[src/sv/ist_pkg.sv]
// ----------------------------------------------------------------------------
// ist_pkg
// Shared constants for the integer set table: field widths, operation and
// status codes, slot entry layout.
// ----------------------------------------------------------------------------
`default_nettype none

package ist_pkg;

  localparam int CAPACITY    = 64;

  localparam int OP_W        = 2;
  localparam int KEY_W       = 25;
  localparam int STATUS_W    = 2;
  localparam int COUNT_OUT_W = 7;

  // slot entry: {valid, key}
  localparam int ENTRY_W     = KEY_W + 1;

  localparam logic [OP_W-1:0] OP_INSERT = 2'd0;
  localparam logic [OP_W-1:0] OP_DELETE = 2'd1;
  localparam logic [OP_W-1:0] OP_QUERY  = 2'd2;
  localparam logic [OP_W-1:0] OP_CLEAR  = 2'd3;

  localparam logic [STATUS_W-1:0] ST_OK   = 2'd0;
  localparam logic [STATUS_W-1:0] ST_FULL = 2'd1;
  localparam logic [STATUS_W-1:0] ST_ZERO = 2'd2;

endpackage

`default_nettype wire

[src/sv/ist_if.sv]
// ----------------------------------------------------------------------------
// ist_if
// Request and response channels of the integer set table (valid/ready).
// ----------------------------------------------------------------------------
`default_nettype none

interface ist_req_if;
  logic                               valid;
  logic                               ready;
  logic [ist_pkg::OP_W-1:0]           operation;
  logic signed [ist_pkg::KEY_W-1:0]   key;

  modport source (output valid, output operation, output key, input ready);
  modport sink   (input valid, input operation, input key, output ready);
endinterface

interface ist_rsp_if;
  logic                               valid;
  logic                               ready;
  logic                               was_present;
  logic [ist_pkg::STATUS_W-1:0]       status;
  logic [ist_pkg::COUNT_OUT_W-1:0]    element_count;

  modport source (output valid, output was_present, output status, output element_count,
                  input ready);
  modport sink   (input valid, input was_present, input status, input element_count,
                  output ready);
endinterface

`default_nettype wire

[src/sv/ist_slot_ram.sv]
// ----------------------------------------------------------------------------
// ist_slot_ram
// Slot store: one write port, one read port, registered read data.
// ----------------------------------------------------------------------------
`default_nettype none

module ist_slot_ram #(
  parameter int DEPTH = ist_pkg::CAPACITY,
  parameter int WIDTH = ist_pkg::ENTRY_W,
  localparam int AW   = $clog2(DEPTH)
) (
  input  wire logic             clk_i,
  input  wire logic             we_i,
  input  wire logic [AW-1:0]    waddr_i,
  input  wire logic [WIDTH-1:0] wdata_i,
  input  wire logic [AW-1:0]    raddr_i,
  output      logic [WIDTH-1:0] rdata_o
);

  logic [WIDTH-1:0] mem [DEPTH];

  always_ff @(posedge clk_i) begin
    if (we_i) begin
      mem[waddr_i] <= wdata_i;
    end
    rdata_o <= mem[raddr_i];
  end

endmodule

`default_nettype wire

[src/sv/integer_set_table.sv]
// ----------------------------------------------------------------------------
// integer_set_table
// Bounded set of signed keys: insert, delete, query, clear; one response each.
// Each request runs a scan of all slots through the single read port, one slot
// a cycle, before its response; clear then wipes every slot as well.
// One request at a time: the next request is taken only once the last is done,
// even while its response still waits in the output register.
// After reset the slots are wiped before the first request.
// ----------------------------------------------------------------------------
`default_nettype none

module integer_set_table #(
  parameter int CAPACITY = ist_pkg::CAPACITY
) (
  input  wire logic  clk_i,
  input  wire logic  rst_ni,
  ist_req_if.sink    req_i,
  ist_rsp_if.source  rsp_o
);

  localparam int AW = $clog2(CAPACITY);
  localparam int SW = AW + 1;
  localparam int CW = $clog2(CAPACITY + 1);

  localparam logic [2:0] S_INIT = 3'd0;
  localparam logic [2:0] S_IDLE = 3'd1;
  localparam logic [2:0] S_SCAN = 3'd2;
  localparam logic [2:0] S_UPD  = 3'd3;
  localparam logic [2:0] S_CLR  = 3'd4;
  localparam logic [2:0] S_DONE = 3'd5;

  logic [2:0]                       state_q, state_d;
  logic [SW-1:0]                    cnt_q, cnt_d;
  logic [CW-1:0]                    count_q, count_d;
  logic [ist_pkg::OP_W-1:0]         op_q;
  logic signed [ist_pkg::KEY_W-1:0] key_q;
  logic                             hit_q, hit_d;
  logic [AW-1:0]                    hit_idx_q, hit_idx_d;
  logic                             free_q, free_d;
  logic [AW-1:0]                    free_idx_q, free_idx_d;
  logic                             rd_vld_q, rd_vld_d;
  logic [AW-1:0]                    rd_idx_q;
  logic                             res_present_q, res_present_d;
  logic [ist_pkg::STATUS_W-1:0]     res_status_q, res_status_d;
  logic                             out_valid_q, out_valid_d;
  logic                             out_present_q;
  logic [ist_pkg::STATUS_W-1:0]     out_status_q;
  logic [ist_pkg::COUNT_OUT_W-1:0]  out_count_q;

  logic                             ram_we;
  logic [AW-1:0]                    ram_waddr;
  logic [ist_pkg::ENTRY_W-1:0]      ram_wdata;
  logic [ist_pkg::ENTRY_W-1:0]      ram_rdata;

  logic                             accept;
  logic                             out_load;
  logic                             key_nz;
  logic                             entry_v;
  logic [ist_pkg::KEY_W-1:0]        entry_key;

  ist_slot_ram #(
    .DEPTH (CAPACITY),
    .WIDTH (ist_pkg::ENTRY_W)
  ) u_slot_ram (
    .clk_i   (clk_i),
    .we_i    (ram_we),
    .waddr_i (ram_waddr),
    .wdata_i (ram_wdata),
    .raddr_i (cnt_q[AW-1:0]),
    .rdata_o (ram_rdata)
  );

  assign accept    = req_i.valid && req_i.ready;
  assign key_nz    = (key_q != '0);
  assign entry_v   = ram_rdata[ist_pkg::ENTRY_W-1];
  assign entry_key = ram_rdata[ist_pkg::KEY_W-1:0];
  assign out_load  = (state_q == S_DONE) && (!out_valid_q || rsp_o.ready);

  assign req_i.ready         = (state_q == S_IDLE);
  assign rsp_o.valid         = out_valid_q;
  assign rsp_o.was_present   = out_present_q;
  assign rsp_o.status        = out_status_q;
  assign rsp_o.element_count = out_count_q;

  always_comb begin
    state_d       = state_q;
    cnt_d         = cnt_q;
    count_d       = count_q;
    hit_d         = hit_q;
    hit_idx_d     = hit_idx_q;
    free_d        = free_q;
    free_idx_d    = free_idx_q;
    rd_vld_d      = 1'b0;
    res_present_d = res_present_q;
    res_status_d  = res_status_q;
    ram_we        = 1'b0;
    ram_waddr     = cnt_q[AW-1:0];
    ram_wdata     = '0;
    out_valid_d   = out_valid_q;

    if (out_valid_q && rsp_o.ready) begin
      out_valid_d = 1'b0;
    end

    case (state_q)
      S_INIT, S_CLR: begin
        // wipe one slot a cycle
        ram_we = 1'b1;
        cnt_d  = cnt_q + SW'(1);
        if (cnt_q == SW'(CAPACITY - 1)) begin
          state_d = (state_q == S_INIT) ? S_IDLE : S_DONE;
        end
      end
      S_IDLE: begin
        if (accept) begin
          cnt_d   = '0;
          hit_d   = 1'b0;
          free_d  = 1'b0;
          state_d = S_SCAN;
        end
      end
      S_SCAN: begin
        if (cnt_q < SW'(CAPACITY)) begin
          rd_vld_d = 1'b1;
          cnt_d    = cnt_q + SW'(1);
        end
        // read data arrives in the cycle after its address
        if (rd_vld_q) begin
          if (entry_v && key_nz && (entry_key == key_q)) begin
            hit_d     = 1'b1;
            hit_idx_d = rd_idx_q;
          end
          if (!entry_v && !free_q) begin
            free_d     = 1'b1;
            free_idx_d = rd_idx_q;
          end
          if (cnt_q == SW'(CAPACITY)) begin
            state_d = S_UPD;
          end
        end
      end
      S_UPD: begin
        res_present_d = hit_q;
        res_status_d  = ist_pkg::ST_OK;
        state_d       = S_DONE;
        if (op_q == ist_pkg::OP_CLEAR) begin
          count_d = '0;
          cnt_d   = '0;
          state_d = S_CLR;
        end else if (!key_nz) begin
          res_status_d = ist_pkg::ST_ZERO;
        end else if (op_q == ist_pkg::OP_INSERT) begin
          if (!hit_q) begin
            if (free_q) begin
              ram_we    = 1'b1;
              ram_waddr = free_idx_q;
              ram_wdata = {1'b1, key_q};
              count_d   = count_q + CW'(1);
            end else begin
              res_status_d = ist_pkg::ST_FULL;
            end
          end
        end else if (op_q == ist_pkg::OP_DELETE) begin
          if (hit_q) begin
            ram_we    = 1'b1;
            ram_waddr = hit_idx_q;
            ram_wdata = {1'b0, key_q};
            count_d   = count_q - CW'(1);
          end
        end
      end
      S_DONE: begin
        if (out_load) begin
          out_valid_d = 1'b1;
          state_d     = S_IDLE;
        end
      end
      default: begin
        state_d = S_INIT;
        cnt_d   = '0;
      end
    endcase
  end

  always_ff @(posedge clk_i or negedge rst_ni) begin
    if (!rst_ni) begin
      state_q     <= S_INIT;
      cnt_q       <= '0;
      count_q     <= '0;
      hit_q       <= 1'b0;
      free_q      <= 1'b0;
      rd_vld_q    <= 1'b0;
      out_valid_q <= 1'b0;
    end else begin
      state_q     <= state_d;
      cnt_q       <= cnt_d;
      count_q     <= count_d;
      hit_q       <= hit_d;
      free_q      <= free_d;
      rd_vld_q    <= rd_vld_d;
      out_valid_q <= out_valid_d;
    end
  end

  always_ff @(posedge clk_i) begin
    if (accept) begin
      op_q  <= req_i.operation;
      key_q <= req_i.key;
    end
    // response fields hold while the response waits
    if (out_load) begin
      out_present_q <= res_present_q;
      out_status_q  <= res_status_q;
      out_count_q   <= ist_pkg::COUNT_OUT_W'(count_q);
    end
    rd_idx_q      <= cnt_q[AW-1:0];
    hit_idx_q     <= hit_idx_d;
    free_idx_q    <= free_idx_d;
    res_present_q <= res_present_d;
    res_status_q  <= res_status_d;
  end

endmodule

`default_nettype wire
[src/flat_wrapper.sv]
// flat-port wrapper written by rule: the top's interface ports become plain ports
module integer_set_table_flat 
#(
  parameter int CAPACITY = ist_pkg::CAPACITY
)
  (clk_i, rst_ni, req_i_valid, req_i_operation, req_i_key, req_i_ready, rsp_o_valid, rsp_o_was_present, rsp_o_status, rsp_o_element_count, rsp_o_ready);
  ist_req_if req_i_i ();
  ist_rsp_if rsp_o_i ();
  input  wire logic clk_i;
  input  wire logic rst_ni;
  input wire logic [$bits(req_i_i.valid)-1:0] req_i_valid;
  input wire logic [$bits(req_i_i.operation)-1:0] req_i_operation;
  input wire logic [$bits(req_i_i.key)-1:0] req_i_key;
  output wire logic [$bits(req_i_i.ready)-1:0] req_i_ready;
  output wire logic [$bits(rsp_o_i.valid)-1:0] rsp_o_valid;
  output wire logic [$bits(rsp_o_i.was_present)-1:0] rsp_o_was_present;
  output wire logic [$bits(rsp_o_i.status)-1:0] rsp_o_status;
  output wire logic [$bits(rsp_o_i.element_count)-1:0] rsp_o_element_count;
  input wire logic [$bits(rsp_o_i.ready)-1:0] rsp_o_ready;
  assign req_i_i.valid = req_i_valid;
  assign req_i_i.operation = req_i_operation;
  assign req_i_i.key = req_i_key;
  assign req_i_ready = req_i_i.ready;
  assign rsp_o_valid = rsp_o_i.valid;
  assign rsp_o_was_present = rsp_o_i.was_present;
  assign rsp_o_status = rsp_o_i.status;
  assign rsp_o_element_count = rsp_o_i.element_count;
  assign rsp_o_i.ready = rsp_o_ready;
  integer_set_table #(.CAPACITY(CAPACITY)) u_core (.clk_i(clk_i), .rst_ni(rst_ni), .req_i(req_i_i), .rsp_o(rsp_o_i));
endmodule
[config.mk]
export PLATFORM = sky130hd
export DESIGN_NAME = integer_set_table_flat
export DESIGN_NICKNAME = d
export VERILOG_FILES = /design/src/sv/ist_pkg.sv /design/src/sv/ist_if.sv /design/src/sv/ist_slot_ram.sv /design/src/sv/integer_set_table.sv /design/src/flat_wrapper.sv
export SDC_FILE = /design/constraint.sdc
export NUM_CORES = 2
export LEC_CHECK = 0
export BUFFER_PORTS_ARGS = -buffer_cell sky130_fd_sc_hd__buf_2
export CORE_UTILIZATION = 25
export DETAILED_ROUTE_END_ITERATION = 10
export SLEW_MARGIN = 10
export SYNTH_ARGS = -nofsm -noshare
export SYNTH_HDL_FRONTEND = slang
export SYNTH_SLANG_ARGS = --single-unit
[constraint.sdc]
create_clock -name clk_i -period 4.75 [get_ports clk_i]
set_input_delay 0.7125 -clock clk_i [delete_from_list [all_inputs] [get_ports clk_i]]
set_output_delay 0.7125 -clock clk_i [all_outputs]
set_load 0.05 [all_outputs]
==> impl_metrics.ini <==
[status]
status = finished clean

[timing]
hold_slack_ns = 0.0784
fin_crit_sh_pct = 81.2
fmax_mhz = 259
relSlewSlack_pct = 20.6
hold_viol_final = 0
setup_tns_ns = 0
rsz0062_at_grt = no
drv_slew = 0
finalSetupViolCount = 0
worstMarginPinSlew_ns = 1.18
finalCriticalPeriod_ns = 3.86
finClkSkew_ns = 0.0326

[cts]
cts_tree = built
postCtsSetupRepairBufs = 0
htreeDepth = 4
clock_latency_ns = 0.82
cts_buffers = 179
cts.sinks = 1769
cts.clk_slew.worst_paths_ns = 0.06
cts.root.buffer_cell = clkbuf_16
clockBufferDepth = 3

[floorplan]
dieWidth_um = 524
die_h_um = 524
ios = 43
initial_utilization_pct = 25.2
core-area_um2 = 271000
rows = 191
die_area_um2 = 275000

[setup_path]
critical-path-top-delay-family = compound AO/OA/AOI/OAI gates
path_common_cell = buf_4
crit_chain = ha_1 -> nor2b_1 -> o21ai_2 -> buf_4 -> o22ai_1 -> o211ai_1 -> buf_4 -> nor3_2 -> buf_4
critical_path_depth = 9
cp-start-kind = flop
worst-endpoint-arrival_ns = 4.29
rr_endpoint = u_core.u_slot_ram.mem[23][16]
r2r_setup_slack_ns = 0.89
crit_slowest_cell = o211ai_1
endpoint = u_core.u_slot_ram.mem[23][16]
crit_type = reg -> reg
cp_max_fo = 26
rr_worst_depth = 9
startpoint = u_core.op_q[0]
cp_num_buf_inv = 3
worst_ep_required_time_ns = 5.19
cpPeakStageDelay_ns = 0.49
cp-end-kind = flop
r2r-start = u_core.op_q[0]

[grt]
grt_max_degree = 91
grt_overflow = 0
grtUsageTotal_pct = 12.9
antenna_found_initial = 11
grt_pass1_wl_um = 253000
grt_pass1_vias = 34000

[logic_synthesis]
synthXorXnorAreaFrac_pct = 0.385
synth_seq_cells = 1769
netlist_instances = 3317
ys_types = 63
syn_area_per_cell_um2 = 20.6
synth_edf_count = 1716
synth_mux_area_share_pct = 14.6
synth_ff_type = edfxtp_1
seq_area_frac_synth_pct = 77.3
synth_nets = 3361
synth_top_family_by_area = multiplexers
synth_compound_area_share_pct = 3.34
yosysWarnings = 0
synthSimpleGateAreaFrac_pct = 2.75
synthAdderAreaFrac_pct = 0.249
syn_area_um2 = 68200
async_reset_ff_share_pct = 1.19

[run]
cap_violations = 0

[detailed_routing]
wirelength_um = 179000
dr_total_vias = 34100
detail_route.wl_per_cell_um = 24.6
first_pass_iters = 5
first_iter_violations = 3773
post_drt_via_cell_ratio = 4.68
ant_nets = 0
drc_errors = 0

[placement]
routabilityCongestion = 0.898
place_area_um2 = 74400
dp_hpwl_um = 108000
placed_cells = 6943
port_buffers = 42

[layout]
drive_gt1_share_pct = 26.2
finalInstanceArea_um2 = 80100
nets = 3599
fillers = 26300
final_cells = 7289
synthToLayoutAreaGrowth_pct = 17.4

[power_and_ir_drop]
power_mw = 30.5
pwr_density_cell_nw_per_um2 = 381
ir_worst_vdd_mv = 0.287
p_leak_nw = 20.7

[worst_hold_path]
hp-class = in -> reg
==> through the flow <==
step / setup slack, ns / utilization, %
floorplan: 0.277 / -
finish: 0.894 / 29.6
global placement: 0.893 / 27.5
CTS: 0.870 / 29.5
detailed placement: 0.896 / 27.5
global route: 0.642 / 29.6
==> cell usage after synthesis (5+ instances only) <==
cell type / count / area (um^2)
o211ai_1: 6 / 45.0
nor4_1: 11 / 68.8
mux2i_1: 224 / 2240
a21oi_1: 85 / 425
dfxtp_1: 32 / 641
nor3_1: 96 / 480
o221ai_1: 30 / 263
o21ai_0: 49 / 245
buf_1: 11 / 41.3
a2111oi_0: 39 / 342
ha_1: 12 / 150
nand4_1: 8 / 50.1
inv_1: 14 / 52.6
nand3_1: 24 / 120
clkbuf_1: 93 / 349
nor2_1: 40 / 150
xor2_1: 14 / 123
buf_2: 58 / 290
nand2_1: 145 / 544
o31ai_1: 5 / 37.5
a31o_2: 10 / 87.6
dfrtp_1: 21 / 526
nor2b_1: 8 / 50.1
mux4_2: 340 / 7660
a41o_1: 7 / 70.1
buf_6: 9 / 101
xnor2_1: 16 / 140
and3_1: 27 / 169
edfxtp_1: 1716 / 51500
o22ai_1: 71 / 444
nand2b_1: 7 / 43.8
buf_4: 20 / 150
a221o_1: 6 / 60.1
==> per-layer routing <==
metal  vias to the layer above  share of wire (%)  GRT usage (%)
li1                      14300                  -              -
met2                      1282                 48           20.6
met4                         2                4.1           5.66
met3                       238                6.6           2.24
met5                         -              0.011              0
met1                     18300                 41           17.0
==> worst min path at each step <==
stage	start	to	slack [ns]	cells after the start
2_1_floorplan	u_core.cnt_q[2]	u_core.rd_idx_q[2]	0.35	0
3_3_place_gp	u_core.rd_idx_q[4]	u_core.hit_idx_q[4]	0.41	0
3_5_place_dp	u_core.rd_idx_q[1]	u_core.free_idx_q[1]	0.41	0
4_1_cts	req_i_operation[1]	u_core.op_q[1]	0.03	1
5_1_grt	req_i_operation[1]	u_core.op_q[1]	0.04	1
6_report	req_i_operation[1]	u_core.op_q[1]	0.08	1
==> timing repair <==
item,4_1_cts,5_1_grt
endpoints found under the hold margin,21,0
hold buffers,1,0
resized for setup,0,0
==> power by group <==
part	internal, mW	total (mW)	switching, mW
clock network	7.79	13.6	5.84
logic	0.00972	0.0290	0.0192
registers	16.8	16.8	0.0000000000000000201
total	24.7	30.5	5.86
==> placed cells by master (no fill, tap or decap), drive strengths merged, types with 5 or more instances in the layout <==
cell type,netlist,final
a2111oi,39,39
xnor2,16,16
mux4,340,340
o221ai,30,30
xor2,14,14
nor2,40,40
a31o,12,12
diode,0,10
clkinv,0,73
a21oi,85,85
dfrtp,21,21
dfxtp,32,32
inv,15,26
nand4,8,8
nor4,11,11
nand3,25,25
mux2i,225,225
nand2b,7,7
a41o,7,7
ha,12,12
o31ai,5,5
nand2,145,145
a221o,6,6
edfxtp,1716,1716
buf,98,247
nor2b,8,8
nor3,98,98
and3,27,27
o211ai,6,6
o21ai,55,55
bufinv,0,11
o22ai,71,71
clkbuf,93,236
==> worst register-to-register path, cell delays in order (launching register included) <==
cell and delay [ns]:
edfxtp_1 0.41, ha_1 0.42, nor2b_1 0.42, o21ai_2 0.19, buf_4 0.24, o22ai_1 0.37, o211ai_1 0.49, buf_4 0.33
nor3_2 0.16, buf_4 0.41
==> cells by family (layout without fill, tap and decap cells) <==
logic type               Yosys count  in the layout
flip-flops                      1769           1769
multiplexers                     566            566
AND/OR/NAND/NOR                  391            391
AO/OA/AOI/OAI                    342            342
buffers and inverters            206            598
XOR/XNOR                          30             30
adder cells (fa/ha/maj)           13             13
other                              0             10
==> final cells by class <==
class	count	area (um^2)	share of cell area [%]
clock inverters	99	818	1.02
well taps	3570	4470	5.58
repair buffers	248	2220	2.77
inverters	15	58.8	0.0734
diodes	10	25.0	0.0312
clock buffers	236	4850	6.05
multi-input cells	1342	14900	18.7
flip-flops and latches	1769	52700	65.8
==> flip-flops by register name, indices dropped and copies added (netlist names) <==
name	cells
u_core.op_q	2
u_core.rsp_o.was_present	1
u_core.cnt_q	7
u_core.rd_idx_q	6
u_core.rsp_o.status	2
u_core.free_q	1
u_core.count_q	7
u_core.hit_q	1
u_core.hit_idx_q	6
u_core.free_idx_q	6
u_core.u_slot_ram.rdata_o	26
u_core.rsp_o.element_count	7
u_core.rsp_o.valid	1
u_core.u_slot_ram.mem	1664
u_core.res_present_q	1
u_core.key_q	25
u_core.state_q	3
u_core.rd_vld_q	1
u_core.res_status_q	2
Note: power is estimated with default switching activity, not from simulation.
